**src/hdl/sgpa_pkg.sv**
```systemverilog
// Shared constants, types and codes for the segment pool allocator.
package sgpa_pkg;

	// Pool geometry
	localparam int POOL_SEGMENTS = 16;
	localparam int SEGMENT_BYTES = 256;
	localparam int POOL_BYTES    = POOL_SEGMENTS * SEGMENT_BYTES;
	localparam int IDX_W         = $clog2(POOL_SEGMENTS);
	localparam int SEG_SHIFT     = $clog2(SEGMENT_BYTES);

	// Field widths
	localparam int OP_W    = 2;
	localparam int REQ_W   = 16;
	localparam int OFF_W   = 14;
	localparam int STAT_W  = 3;
	localparam int SIDX_W  = 4;
	localparam int SOFF_W  = 12;
	localparam int CNT_W   = 5;
	localparam int FCNT_W  = $clog2(POOL_SEGMENTS + 1);
	localparam int IN_W    = 32;
	localparam int OUT_W   = 32;

	localparam logic [CNT_W-1:0] CNT_MAX         = '1;
	localparam logic [CNT_W-1:0] RX_CAP_RESET    = CNT_W'(8);

	typedef enum logic [OP_W-1:0] {
		OP_ALLOC_SEND = 2'd0,
		OP_ALLOC_RECV = 2'd1,
		OP_FREE_SEND  = 2'd2,
		OP_FREE_RECV  = 2'd3
	} op_t;

	typedef enum logic [STAT_W-1:0] {
		ST_OK        = 3'd0,
		ST_EMPTY     = 3'd1,
		ST_RECV_CAP  = 3'd2,
		ST_TOO_LARGE = 3'd3,
		ST_OUTSIDE   = 3'd4,
		ST_NOT_ALLOC = 3'd5
	} status_t;

	// Control into the scan unit
	typedef struct packed {
		logic             start;
		logic             probe;  // check one entry for busy instead of seeking free
		logic [IDX_W-1:0] base;
	} scan_ctl_t;

	// Status back from the scan unit
	typedef struct packed {
		logic             done;
		logic             hit;
		logic [IDX_W-1:0] index;
	} scan_stat_t;

endpackage

```
**src/hdl/sgpa_scan.sv**
```systemverilog
// Iterative bitmap scan unit: one entry compared per cycle.
module sgpa_scan
	import sgpa_pkg::*;
(
	input  logic                     clk,
	input  logic                     arst_n,
	input  scan_ctl_t                ctl,
	input  logic [POOL_SEGMENTS-1:0] busy,
	output scan_stat_t               stat
);

	logic             run_q;
	logic             probe_q;
	logic [IDX_W-1:0] idx_q;
	logic             hit;
	logic             last;

	// Shared compare: a probe looks for a busy entry, a seek for a free one
	assign hit  = (busy[idx_q] == probe_q);
	assign last = (idx_q == IDX_W'(POOL_SEGMENTS - 1));

	assign stat.done  = run_q & (hit | probe_q | last);
	assign stat.hit   = hit;
	assign stat.index = idx_q;

	// Sequencer for the walk over the bitmap
	always_ff @(posedge clk or negedge arst_n) begin
		if (!arst_n) begin
			run_q   <= 1'b0;
			probe_q <= 1'b0;
			idx_q   <= '0;
		end else if (ctl.start) begin
			run_q   <= 1'b1;
			probe_q <= ctl.probe;
			idx_q   <= ctl.base;
		end else if (run_q) begin
			if (stat.done) begin
				run_q <= 1'b0;
			end else begin
				idx_q <= idx_q + IDX_W'(1);
			end
		end
	end

endmodule

```
**src/hdl/segment_pool_allocator_unit.sv**
```systemverilog
// Segment pool allocator top level: request sequencer, pool state and result register.
//
// Manages a pool of 16 segments of 256 bytes with a busy bitmap. Each
// request (s_tuser selects alloc send, alloc receive, free send, free
// receive) is taken in one transaction and answered by exactly one result
// transaction. An allocation walks the bitmap one entry per cycle from
// entry 0 until the lowest free segment is found or the last entry is
// reached. An allocation refused by the receive cap or the size check, and a
// free outside the pool, skip the scan; any other free probes its one entry
// in the same scan unit. A result still waiting in the output register
// holds off the write of the next one. s_tready is high only while no
// request is in progress; a finished result waits in the output register
// while the next request is accepted. The receive cap register (reset 8)
// may be written through cfg_* whenever no request is in flight.
module segment_pool_allocator_unit
	import sgpa_pkg::*;
(
	input  logic              clk,
	input  logic              arst_n,
	// Request stream
	input  logic              s_tvalid,
	output logic              s_tready,
	input  logic [IN_W-1:0]   s_tdata,   // required_bytes[15:0], release_offset[29:16], pad
	input  logic [OP_W-1:0]   s_tuser,   // opcode[1:0]
	// Result stream
	output logic              m_tvalid,
	input  logic              m_tready,
	output logic [OUT_W-1:0]  m_tdata,   // status[2:0], segment_index[6:3],
	                                     // segment_offset[18:7], any_free[19],
	                                     // send_used[24:20], receive_used[29:25], pad
	// Receive cap register
	input  logic              cfg_valid,
	output logic              cfg_ready,
	input  logic [CNT_W-1:0]  cfg_data
);

	typedef enum logic [3:0] {
		S_IDLE = 4'b0001,
		S_EVAL = 4'b0010,
		S_SCAN = 4'b0100,
		S_DONE = 4'b1000
	} state_t;

	state_t                   state_q;
	op_t                      op_q;
	logic [REQ_W-1:0]         req_q;
	logic signed [OFF_W-1:0]  off_q;
	status_t                  res_status_q;
	logic [IDX_W-1:0]         res_idx_q;

	logic [POOL_SEGMENTS-1:0] busy_q;
	logic [CNT_W-1:0]         send_cnt_q;
	logic [CNT_W-1:0]         recv_cnt_q;
	logic [FCNT_W-1:0]        free_cnt_q;
	logic [CNT_W-1:0]         rx_cap_q;

	logic                     out_valid_q;
	logic [OUT_W-1:0]         out_data_q;

	scan_ctl_t                scan_ctl;
	scan_stat_t               scan_st;

	logic                     in_acc;
	logic                     commit;
	logic                     is_alloc;
	logic                     outside;
	logic [IDX_W-1:0]         free_idx;
	logic                     ok;
	logic [CNT_W-1:0]         send_nxt;
	logic [CNT_W-1:0]         recv_nxt;
	logic [FCNT_W-1:0]        free_nxt;
	logic [SIDX_W-1:0]        out_idx;
	logic [SOFF_W-1:0]        out_off;

	assign s_tready  = (state_q == S_IDLE);
	assign in_acc    = s_tvalid & s_tready;
	assign cfg_ready = 1'b1;
	assign m_tvalid  = out_valid_q;
	assign m_tdata   = out_data_q;

	// Request decode on the held transaction
	assign is_alloc = (op_q == OP_ALLOC_SEND) || (op_q == OP_ALLOC_RECV);
	assign outside  = off_q[OFF_W-1] ||
	                  ({1'b0, off_q[OFF_W-2:0]} >= OFF_W'(POOL_BYTES));
	assign free_idx = IDX_W'(off_q[OFF_W-2:0] >> SEG_SHIFT);

	// Scan unit launch
	always_comb begin
		scan_ctl       = '0;
		scan_ctl.probe = !is_alloc;
		scan_ctl.base  = is_alloc ? '0 : free_idx;
		if (state_q == S_EVAL) begin
			if (is_alloc) begin
				scan_ctl.start = !((op_q == OP_ALLOC_RECV) && (recv_cnt_q >= rx_cap_q)) &&
				                 (req_q <= REQ_W'(SEGMENT_BYTES));
			end else begin
				scan_ctl.start = !outside;
			end
		end
	end

	sgpa_scan u_scan (
		.clk    (clk),
		.arst_n (arst_n),
		.ctl    (scan_ctl),
		.busy   (busy_q),
		.stat   (scan_st)
	);

	// Counter updates applied when the result is written
	assign ok     = (res_status_q == ST_OK);
	assign commit = (state_q == S_DONE) && (!out_valid_q || m_tready);

	always_comb begin
		send_nxt = send_cnt_q;
		recv_nxt = recv_cnt_q;
		free_nxt = free_cnt_q;
		if (ok) begin
			case (op_q)
				OP_ALLOC_SEND: begin
					send_nxt = (send_cnt_q == CNT_MAX) ? CNT_MAX : send_cnt_q + CNT_W'(1);
					free_nxt = free_cnt_q - FCNT_W'(1);
				end
				OP_ALLOC_RECV: begin
					recv_nxt = (recv_cnt_q == CNT_MAX) ? CNT_MAX : recv_cnt_q + CNT_W'(1);
					free_nxt = free_cnt_q - FCNT_W'(1);
				end
				OP_FREE_SEND: begin
					send_nxt = (send_cnt_q == '0) ? '0 : send_cnt_q - CNT_W'(1);
					free_nxt = free_cnt_q + FCNT_W'(1);
				end
				OP_FREE_RECV: begin
					recv_nxt = (recv_cnt_q == '0) ? '0 : recv_cnt_q - CNT_W'(1);
					free_nxt = free_cnt_q + FCNT_W'(1);
				end
				default: begin
					free_nxt = free_cnt_q;
				end
			endcase
		end
	end

	assign out_idx = ok ? SIDX_W'(res_idx_q) : '0;
	assign out_off = (ok && is_alloc) ? SOFF_W'({res_idx_q, SEG_SHIFT'(0)}) : '0;

	// Sequencer
	always_ff @(posedge clk or negedge arst_n) begin
		if (!arst_n) begin
			state_q <= S_IDLE;
		end else begin
			case (state_q)
				S_IDLE: begin
					if (in_acc) state_q <= S_EVAL;
				end
				S_EVAL: begin
					state_q <= scan_ctl.start ? S_SCAN : S_DONE;
				end
				S_SCAN: begin
					if (scan_st.done) state_q <= S_DONE;
				end
				S_DONE: begin
					if (commit) state_q <= S_IDLE;
				end
				default: begin
					state_q <= S_IDLE;
				end
			endcase
		end
	end

	// Request hold and result status
	always_ff @(posedge clk) begin
		if (in_acc) begin
			op_q  <= op_t'(s_tuser);
			req_q <= s_tdata[REQ_W-1:0];
			off_q <= s_tdata[REQ_W+OFF_W-1:REQ_W];
		end
		if (state_q == S_EVAL && !scan_ctl.start) begin
			res_idx_q <= '0;
			if (!is_alloc) begin
				res_status_q <= ST_OUTSIDE;
			end else if ((op_q == OP_ALLOC_RECV) && (recv_cnt_q >= rx_cap_q)) begin
				res_status_q <= ST_RECV_CAP;
			end else begin
				res_status_q <= ST_TOO_LARGE;
			end
		end else if (state_q == S_SCAN && scan_st.done) begin
			res_idx_q <= scan_st.index;
			if (scan_st.hit) begin
				res_status_q <= ST_OK;
			end else begin
				res_status_q <= is_alloc ? ST_EMPTY : ST_NOT_ALLOC;
			end
		end
	end

	// Pool state and configuration
	always_ff @(posedge clk or negedge arst_n) begin
		if (!arst_n) begin
			busy_q     <= '0;
			send_cnt_q <= '0;
			recv_cnt_q <= '0;
			free_cnt_q <= FCNT_W'(POOL_SEGMENTS);
			rx_cap_q   <= RX_CAP_RESET;
		end else begin
			if (cfg_valid && cfg_ready) rx_cap_q <= cfg_data;
			if (commit) begin
				send_cnt_q <= send_nxt;
				recv_cnt_q <= recv_nxt;
				free_cnt_q <= free_nxt;
				if (ok) busy_q[res_idx_q] <= is_alloc;
			end
		end
	end

	// Result register
	always_ff @(posedge clk or negedge arst_n) begin
		if (!arst_n) begin
			out_valid_q <= 1'b0;
		end else if (commit) begin
			out_valid_q <= 1'b1;
		end else if (m_tready) begin
			out_valid_q <= 1'b0;
		end
	end

	always_ff @(posedge clk) begin
		if (commit) begin
			out_data_q <= OUT_W'({recv_nxt, send_nxt, (free_nxt != '0),
			                      out_off, out_idx, res_status_q});
		end
	end

	// Free count tracks the bitmap
	a_none_free: assert property (@(posedge clk) disable iff (!arst_n)
		(free_cnt_q == '0) |-> (&busy_q))
		else $error("free count zero with a free segment");

	a_all_free: assert property (@(posedge clk) disable iff (!arst_n)
		(free_cnt_q == FCNT_W'(POOL_SEGMENTS)) |-> (busy_q == '0))
		else $error("free count full with a busy segment");

	a_scan_owner: assert property (@(posedge clk) disable iff (!arst_n)
		scan_st.done |-> (state_q == S_SCAN))
		else $error("scan finished outside scan state");

	a_result_held: assert property (@(posedge clk) disable iff (!arst_n)
		(state_q == S_DONE && out_valid_q && !m_tready) |=> (state_q == S_DONE))
		else $error("result written over a pending transaction");

endmodule
```
**config.mk**
```make
export PLATFORM = sky130hd
export DESIGN_NAME = segment_pool_allocator_unit
export DESIGN_NICKNAME = d
export VERILOG_FILES = /design/src/hdl/sgpa_pkg.sv /design/src/hdl/sgpa_scan.sv /design/src/hdl/segment_pool_allocator_unit.sv
export SDC_FILE = /design/constraint.sdc
export NUM_CORES = 1
export LEC_CHECK = 0
export BUFFER_PORTS_ARGS = -buffer_cell sky130_fd_sc_hd__clkbuf_2
export CORE_UTILIZATION = 50
export DETAILED_ROUTE_END_ITERATION = 7
export PLACE_DENSITY_LB_ADDON = 0.15
export SLEW_MARGIN = 10
export SYNTH_ARGS = -nofsm -noshare
export SYNTH_HDL_FRONTEND = slang
export SYNTH_SLANG_ARGS = --single-unit
```
**constraint.sdc**
```tcl
create_clock -name clk -period 2.6 [get_ports clk]
set_input_delay 0.13 -clock clk [delete_from_list [all_inputs] [get_ports clk]]
set_output_delay 0.13 -clock clk [all_outputs]
set_load 0.05 [all_outputs]
```
# Word level (Yosys, flattened, before mapping)
# Index checks and enable logic that the tools add are counted.
# word_totals
register_bits	116
in_bits	44
out_inout_bits	35
wordCells	115
# op_classes
n_addsub	7
magnitude_cmp	6
n_eq_ne	15
muxes	37
bitwise_logic	4
reduce_logical	28
# ops
op	n
$mux 5	7
$mux 4	8
$pmux 5 s2	3
$bwmux 16	1
$le 16x9->1 const B	1
$pmux 4 s4	1
$add 5x1->5 const B	3
$mux 3	5
$sub 5x1->5 const B	3
$ge 13x13->1 const B	1
$eq 5x5->1 const B	2
$logic_not 5->1	2
$lt 4x5->1 const B	2
$mux 1	10
$eq 4x4->1 const B	2
$logic_and 1x1->1	7
$ne 2x2->1 const B	3
$reduce_bool 2->1	3
$ge 5x5->1	1
$logic_not 1->1	5
$reduce_bool 5->1	1
$add 4x1->4 const B	1
$bmux 1 s4	1
$demux 1 s4	1
16 further kinds	23

# Logic depth before layout (Yosys ltp)
# depth
depth_word	9
depth_mapped	9
depth_no_buf	8

# By module
# A second synthesis with hierarchy kept.
# unflattened
cells_unflattened	432
hier_area_um2	5043.6
# by_module_without_submodules
module	instances	cells_each	area_per_inst_um2
segment_pool_allocator_unit	1	386	4559.4
sgpa_scan	1	46	484.2

# Worst setup path after synthesis
# Ideal clock, no wire load.
# synth_timing
kind	reg-to-reg
from	register u_scan.idx_q[0]
to	register res_status_q[0], enable pin
setup_time_ns	0.304
arrival_time_ns	2.538
setup_slack_ns	-0.242
path_stages_with_launch	9
n_path_buf	2
cell_sequence	dfrtp_1 clkbuf_1 mux4_2 mux4_2 ha_1 nand2_1 and3_1 clkbuf_1 nand2b_1
# synth_via
elab_chain_len	8
# synth_lines
element	line	rtl
start, declared	sgpa_scan.sv:14	logic [IDX_W-1:0] idx_q;
start signal, assigned	sgpa_scan.sv:35	idx_q <= ctl.base;
start signal, assigned	sgpa_scan.sv:40	idx_q <= idx_q + IDX_W'(1);
$bmux 1 s4	sgpa_scan.sv:19	assign hit = (busy[idx_q] == probe_q);
$mux 1 (implied by the code)	sgpa_scan.sv:19	
$eq 1x1->1	sgpa_scan.sv:19	
$or 1x1->1	sgpa_scan.sv:22	assign stat.done = run_q & (hit | probe_q | last);
$or 1x1->1 (*)	sgpa_scan.sv:22	
$and 1x1->1 (*)	sgpa_scan.sv:22	
$logic_and 1x1->1 (*)	segment_pool_allocator_unit.sv:187	end else if (state_q == S_SCAN && scan_st.done) begin
$reduce_bool 2->1 (no line) (*)	n/a	
end signal, assigned	segment_pool_allocator_unit.sv:192	res_status_q <= is_alloc ? ST_EMPTY : ST_NOT_ALLOC;
end, declared	segment_pool_allocator_unit.sv:48	status_t res_status_q;
# Mark *: on every way between the ends. The rest lies on a longest branch, timed or not. The select of a mux whose other input is x is not followed.
# A chain may end at the register's enable or synchronous reset.

# Final worst setup path
# layout_timing
from	register u_scan.idx_q[0]
to	register res_idx_q[1]
# layout_via
elab_chain_len	7
# layout_lines
element	line	rtl
$bmux 1 s4	sgpa_scan.sv:19	
$mux 1 (implied by the code)	sgpa_scan.sv:19	
$eq 1x1->1	sgpa_scan.sv:19	
$or 1x1->1	sgpa_scan.sv:22	
$or 1x1->1 (*)	sgpa_scan.sv:22	
$and 1x1->1 (*)	sgpa_scan.sv:22	
$logic_and 1x1->1 (*)	segment_pool_allocator_unit.sv:187	
end signal, assigned	segment_pool_allocator_unit.sv:188	res_idx_q <= scan_st.index;
end, declared	segment_pool_allocator_unit.sv:49	logic [IDX_W-1:0] res_idx_q;
# Marked as above.

==> report_table.html <==
<table>
<tr><th>Metric</th><th>Value</th></tr>
<tr><th colspan="2">Detailed routing</th></tr>
<tr><td>Via density</td><td>5.43</td></tr>
<tr><td>Residual DRC</td><td>0</td></tr>
<tr><td>Post-DRT Antenna Nets</td><td>0</td></tr>
<tr><td>Detail-routed net length per standard cell</td><td>14.9 µm</td></tr>
<tr><td>Drt pass-1 iters</td><td>4</td></tr>
<tr><td>Violation count after the first detailed-route iteration</td><td>141</td></tr>
<tr><td>Via count</td><td>between 3,000 and 4,000</td></tr>
<tr><td>Total Wirelength</td><td>around 9700 µm</td></tr>
<tr><th colspan="2">Clock network</th></tr>
<tr><td>Clock tree from TritonCTS</td><td>built</td></tr>
<tr><td>Clock-pin slew on the worst setup and hold paths</td><td>roughly 100 ps</td></tr>
<tr><td>Clock latency at the later pin of the worst-skew pair</td><td>about 370 ps</td></tr>
<tr><td>Number of levels the H-tree was split into</td><td>3</td></tr>
<tr><td>Number of clock sinks</td><td>100</td></tr>
<tr><td>Inserted Clock Buffers</td><td>9</td></tr>
<tr><td>Clock Tree Root</td><td>sky130_fd_sc_hd__clkbuf_8</td></tr>
<tr><td>Clock Path Buffers</td><td>2</td></tr>
<tr><th colspan="2">Synthesis</th></tr>
<tr><td>Synth Register Bits</td><td>100</td></tr>
<tr><td>Post-synthesis cell count</td><td>430</td></tr>
<tr><td>Part of the Yosys area used for sequential elements</td><td>~57%</td></tr>
<tr><td>Count of cell types in the netlist</td><td>60</td></tr>
<tr><td>XOR/XNOR Fraction of Synth Area</td><td>1.09%</td></tr>
<tr><td>Share of async-settable or async-resettable flops after synthesis</td><td>between 40% and 50%</td></tr>
<tr><td>Mapped Avg Cell Area</td><td>between 10 and 15 µm²</td></tr>
<tr><td>Post-synthesis cell type with the largest combined area</td><td>sky130_fd_sc_hd__edfxtp_1</td></tr>
<tr><td>Post-Syn Area</td><td>between 0.004 and 0.005 mm²</td></tr>
<tr><td>Area share of the largest cell type after synthesis</td><td>between 30% and 40%</td></tr>
<tr><td>Share of synthesized cell area in and, or, nand and nor gates</td><td>14.6%</td></tr>
<tr><td>Yosys warning total</td><td>0</td></tr>
<tr><td>Dominant synthesized flop cell</td><td>sky130_fd_sc_hd__edfxtp_1</td></tr>
<tr><td>Proportion of synthesized area in mux cells</td><td>roughly 5.1%</td></tr>
<tr><td>Number of enable-type register cells in the synthesized netlist</td><td>slightly below 50</td></tr>
<tr><td>Cells taking the most area after synthesis</td><td>sky130_fd_sc_hd__edfxtp_1 (31%), sky130_fd_sc_hd__dfrtp_1 (23%), sky130_fd_sc_hd__nand2_1 (3.9%)</td></tr>
<tr><td>Synthesized-area fraction occupied by adder cells</td><td>under 10%</td></tr>
<tr><td>Compound-cell area share of the yosys netlist</td><td>~14%</td></tr>
<tr><td>Main combinational cell family by area after synthesis</td><td>simple AND/OR/NAND/NOR gates</td></tr>
<tr><th colspan="2">Placed design</th></tr>
<tr><td>Routability-driven placement congestion ratio</td><td>0.847</td></tr>
<tr><td>Post-DP HPWL</td><td>6730 µm</td></tr>
<tr><td>Count of input and output buffers</td><td>57</td></tr>
<tr><th colspan="2">GRT</th></tr>
<tr><td>Aggregate global routing overflow</td><td>0</td></tr>
<tr><td>Pin count of the biggest net entering global routing</td><td>48</td></tr>
<tr><td>Antenna violations before repair</td><td>0</td></tr>
<tr><td>First-pass GRT wire length</td><td>between 15,000 and 20,000 µm</td></tr>
<tr><td>Combined global-route utilization of all metal layers</td><td>a little over a fifth</td></tr>
<tr><td>Via count of the first global-routing pass</td><td>~3,500</td></tr>
<tr><th colspan="2">Critical path</th></tr>
<tr><td>R2r startpoint</td><td>u_scan.idx_q[0]</td></tr>
<tr><td>Depth of the most critical reg-to-reg path</td><td>8</td></tr>
<tr><td>Worst setup path class</td><td>reg2reg</td></tr>
<tr><td>Critical path peak fanout</td><td>5</td></tr>
<tr><td>Setup slack of the worst register-to-register path</td><td>190 ps</td></tr>
<tr><td>Most used cell along the critical path</td><td>sky130_fd_sc_hd__mux4_2</td></tr>
<tr><td>CP Cell Sequence</td><td>mux4_2, mux4_2, ha_2, nand2_1, and3_1, buf_4, mux2i_1, nor2_1</td></tr>
<tr><td>Terminus of the critical flop-to-flop path</td><td>res_idx_q[1]</td></tr>
<tr><td>Kind of cell adding the most delay to the critical path</td><td>multiplexers</td></tr>
<tr><td>Startpoint class of the critical path</td><td>flip-flop</td></tr>
<tr><td>Required time reported for the critical path endpoint</td><td>about 2900 ps</td></tr>
<tr><td>Signal arrival time at the worst endpoint</td><td>about 2700 ps</td></tr>
<tr><td>Crit-path slowest cell</td><td>sky130_fd_sc_hd__mux4_2</td></tr>
<tr><td>Critical Path End Type</td><td>flip-flop</td></tr>
<tr><td>Delay of the slowest cell on the worst path</td><td>500 ps</td></tr>
<tr><td>Crit path buf inv count</td><td>1</td></tr>
<tr><th colspan="2">Job</th></tr>
<tr><td>Number of max-cap violations</td><td>0</td></tr>
<tr><th colspan="2">Power</th></tr>
<tr><td>Power Total</td><td>0.00392 W</td></tr>
<tr><td>Total power density per cell area</td><td>681 mW/mm²</td></tr>
<tr><td>LEAKAGE</td><td>2.48 nW</td></tr>
<tr><td>Peak ir drop on the vdd network</td><td>roughly 0.00036 V</td></tr>
<tr><th colspan="2">STA</th></tr>
<tr><td>FMAX</td><td>about 0.42 GHz</td></tr>
<tr><td>Min Tclk post-route</td><td>around 2400 ps</td></tr>
<tr><td>Unrepaired setup endpoints after global routing</td><td>no</td></tr>
<tr><td>Slew Viols, Final</td><td>0</td></tr>
<tr><td>Final-report hold violation count</td><td>0</td></tr>
<tr><td>Final setup fails</td><td>0</td></tr>
<tr><td>Total negative slack</td><td>0 ps</td></tr>
<tr><td>Slew of the pin with the lowest slew margin</td><td>roughly 650 ps</td></tr>
<tr><td>Final cycle utilization of the critical path</td><td>~90%</td></tr>
<tr><td>Skew final</td><td>a little over 7 ps</td></tr>
<tr><td>Worst relative slew slack</td><td>between 50% and 60%</td></tr>
<tr><th colspan="2">Worst hold path</th></tr>
<tr><td>Type of the most critical hold path</td><td>in2reg</td></tr>
<tr><td>Hold Path End</td><td>rx_cap_q[4]</td></tr>
<tr><td>Min-delay src</td><td>cfg_data[4]</td></tr>
<tr><td>Worst hold stages</td><td>3</td></tr>
<tr><th colspan="2">Layout</th></tr>
<tr><td>Total area of multi-input combinational cells</td><td>about 0.0019 mm²</td></tr>
<tr><td>Layout filler cell count</td><td>780</td></tr>
<tr><td>Fraction of layout cells with a size suffix above 1</td><td>a little over a fifth</td></tr>
<tr><td>Layout Area Growth over Synthesis</td><td>19.3%</td></tr>
<tr><td>Sequential cell area</td><td>0.00273 mm²</td></tr>
<tr><td>Nets</td><td>577</td></tr>
<tr><td>Total inserted antenna cells</td><td>0</td></tr>
<tr><th colspan="2">Run status</th></tr>
<tr><td>Run status</td><td>finished clean</td></tr>
<tr><th colspan="2">Floorplanning</th></tr>
<tr><td>Site row count</td><td>35</td></tr>
<tr><td>DIE AREA</td><td>between 0.01 and 0.015 mm²</td></tr>
<tr><td>Starting Density</td><td>about half</td></tr>
<tr><td>Core Box Area</td><td>about 0.0093 mm²</td></tr>
<tr><td>Die Y</td><td>100 µm</td></tr>
<tr><td>Die X</td><td>around 100 µm</td></tr>
<tr><td>I/O pin count</td><td>79</td></tr>
</table>
==> metrics by stage <==
stage	std cells	cell area (µm²)	setup WS [ps]	hold slack [ps]	utilization (%)
4_1_cts	652	5750	50.1	11.1	61.9
5_1_grt	652	5750	9.71	22.1	61.9
3_3_place_gp	606	5240	121	277	56.4
6_report	652	5750	194	9.63	61.9
3_5_place_dp	606	5240	80.5	283	56.4
2_1_floorplan	439	4850	5.71	-166	-
==> registers in the layout, indices dropped and copies added (netlist names) <==
name / count
m_tvalid: 1
res_status_q: 3
send_cnt_q: 5
req_q: 16
op_q: 2
rx_cap_q: 5
u_scan.run_q: 1
u_scan.probe_q: 1
res_idx_q: 4
recv_cnt_q: 5
m_tdata: 22
u_scan.idx_q: 4
off_q: 6
state_q: 4
busy_q: 16
free_cnt_q: 5
==> kinds of logic (layout without fill, tap and decap cells) <==
family | count (synthesis) | in the layout
compound gates | 110 | 110
xor+xnor | 6 | 6
fa+ha+maj | 15 | 15
buf+inv | 44 | 128
flops | 100 | 100
mux | 18 | 18
other cells | 2 | 11
simple gates | 135 | 135
==> area by class of cell <==
| cell class | count | share of cell area (%) |
|---|---|---|
| flip-flops and latches | 100 | 47.5 |
| multi-input cells | 295 | 33.2 |
| repair buffers | 100 | 12.1 |
| well taps | 129 | 2.81 |
| clock buffers | 9 | 2.15 |
| clock inverters | 7 | 1.44 |
| inverters | 12 | 0.783 |
==> repair_timing <==
action,CTS,global route
resized for setup,0,2
hold endpoints to repair,73,0
setup buffers,0,0
hold buffers,30,0
endpoints found under the setup margin,0,7
==> placed cells by master (no fill, tap or decap), types with 3 or more instances in the layout <==
cell / count
sky130_fd_sc_hd__nor2_1: 21
sky130_fd_sc_hd__dfstp_2: 3
sky130_fd_sc_hd__edfxtp_1: 49
sky130_fd_sc_hd__o41ai_1: 3
sky130_fd_sc_hd__o21ai_0: 35
sky130_fd_sc_hd__nand2_1: 50
sky130_fd_sc_hd__dlygate4sd3_1: 30
sky130_fd_sc_hd__nand3b_1: 4
sky130_fd_sc_hd__a31oi_1: 17
sky130_fd_sc_hd__nor2b_1: 7
sky130_fd_sc_hd__nor3_1: 8
sky130_fd_sc_hd__nand2b_1: 5
sky130_fd_sc_hd__dfxtp_1: 4
sky130_fd_sc_hd__mux2i_1: 9
sky130_fd_sc_hd__buf_4: 12
sky130_fd_sc_hd__xnor2_1: 5
sky130_fd_sc_hd__dfrtp_1: 43
sky130_fd_sc_hd__and2_1: 8
sky130_fd_sc_hd__mux2_2: 4
sky130_fd_sc_hd__nor4_1: 4
sky130_fd_sc_hd__clkbuf_2: 57
sky130_fd_sc_hd__a21oi_1: 30
sky130_fd_sc_hd__clkbuf_8: 9
sky130_fd_sc_hd__nand3_1: 7
sky130_fd_sc_hd__and3_1: 8
sky130_fd_sc_hd__inv_1: 11
sky130_fd_sc_hd__a21o_1: 5
sky130_fd_sc_hd__ha_1: 13
sky130_fd_sc_hd__conb_1: 11
sky130_fd_sc_hd__mux4_2: 5
==> worst reg2reg max path, cell delays in order (launching register included) <==
cell and delay (ps):
sky130_fd_sc_hd__dfrtp_2 450, sky130_fd_sc_hd__mux4_2 500, sky130_fd_sc_hd__mux4_2 490, sky130_fd_sc_hd__ha_2 230, sky130_fd_sc_hd__nand2_1 70, sky130_fd_sc_hd__and3_1 170, sky130_fd_sc_hd__buf_4 150, sky130_fd_sc_hd__mux2i_1 200
sky130_fd_sc_hd__nor2_1 50
==> power by group <==
part           switching, W  internal [W]
Clock              0.000580      0.000460
Sequential         0.000157       0.00188
Combinational      0.000496      0.000337
Total               0.00123       0.00268
==> cells in the mapped netlist (4+ instances only) <==
cell type                  number
sky130_fd_sc_hd__a21o_1         5
sky130_fd_sc_hd__a21oi_1       30
sky130_fd_sc_hd__a31oi_1       17
sky130_fd_sc_hd__and2_1         8
sky130_fd_sc_hd__and3_1         8
sky130_fd_sc_hd__buf_4         12
sky130_fd_sc_hd__clkbuf_1      17
sky130_fd_sc_hd__dfrtp_1       44
sky130_fd_sc_hd__dfxtp_1        4
sky130_fd_sc_hd__edfxtp_1      49
sky130_fd_sc_hd__ha_1          14
sky130_fd_sc_hd__inv_1         11
sky130_fd_sc_hd__mux2_2         4
sky130_fd_sc_hd__mux2i_1        9
sky130_fd_sc_hd__mux4_2         5
sky130_fd_sc_hd__nand2_1       50
sky130_fd_sc_hd__nand2b_1       5
sky130_fd_sc_hd__nand3_1        7
sky130_fd_sc_hd__nand3b_1       4
sky130_fd_sc_hd__nor2_1        21
sky130_fd_sc_hd__nor2b_1        7
sky130_fd_sc_hd__nor3_1         8
sky130_fd_sc_hd__nor4_1         4
sky130_fd_sc_hd__o21ai_0       35
sky130_fd_sc_hd__xnor2_1        5
==> metal layers <==
metal,GRT usage (%),share of wire [%]
met1,26.6,45
met5,0,0
met3,2.99,4.1
met4,8.36,1.4
met2,36.9,50
==> how the worst max path moves through the flow <==
stage / startpoint / end / slack (ps) / cells after the start
floorplan: u_scan.idx_q[0] / res_status_q[0] / 6 / 8
global placement: u_scan.idx_q[0] / res_idx_q[3] / 120 / 8
detailed placement: u_scan.idx_q[0] / res_idx_q[1] / 80 / 8
CTS: u_scan.idx_q[0] / res_idx_q[1] / 50 / 8
global route: state_q[1] / busy_q[9] / 10 / 5
finish: u_scan.idx_q[0] / res_idx_q[1] / 190 / 8
Note: power is estimated with default switching activity, not from simulation.
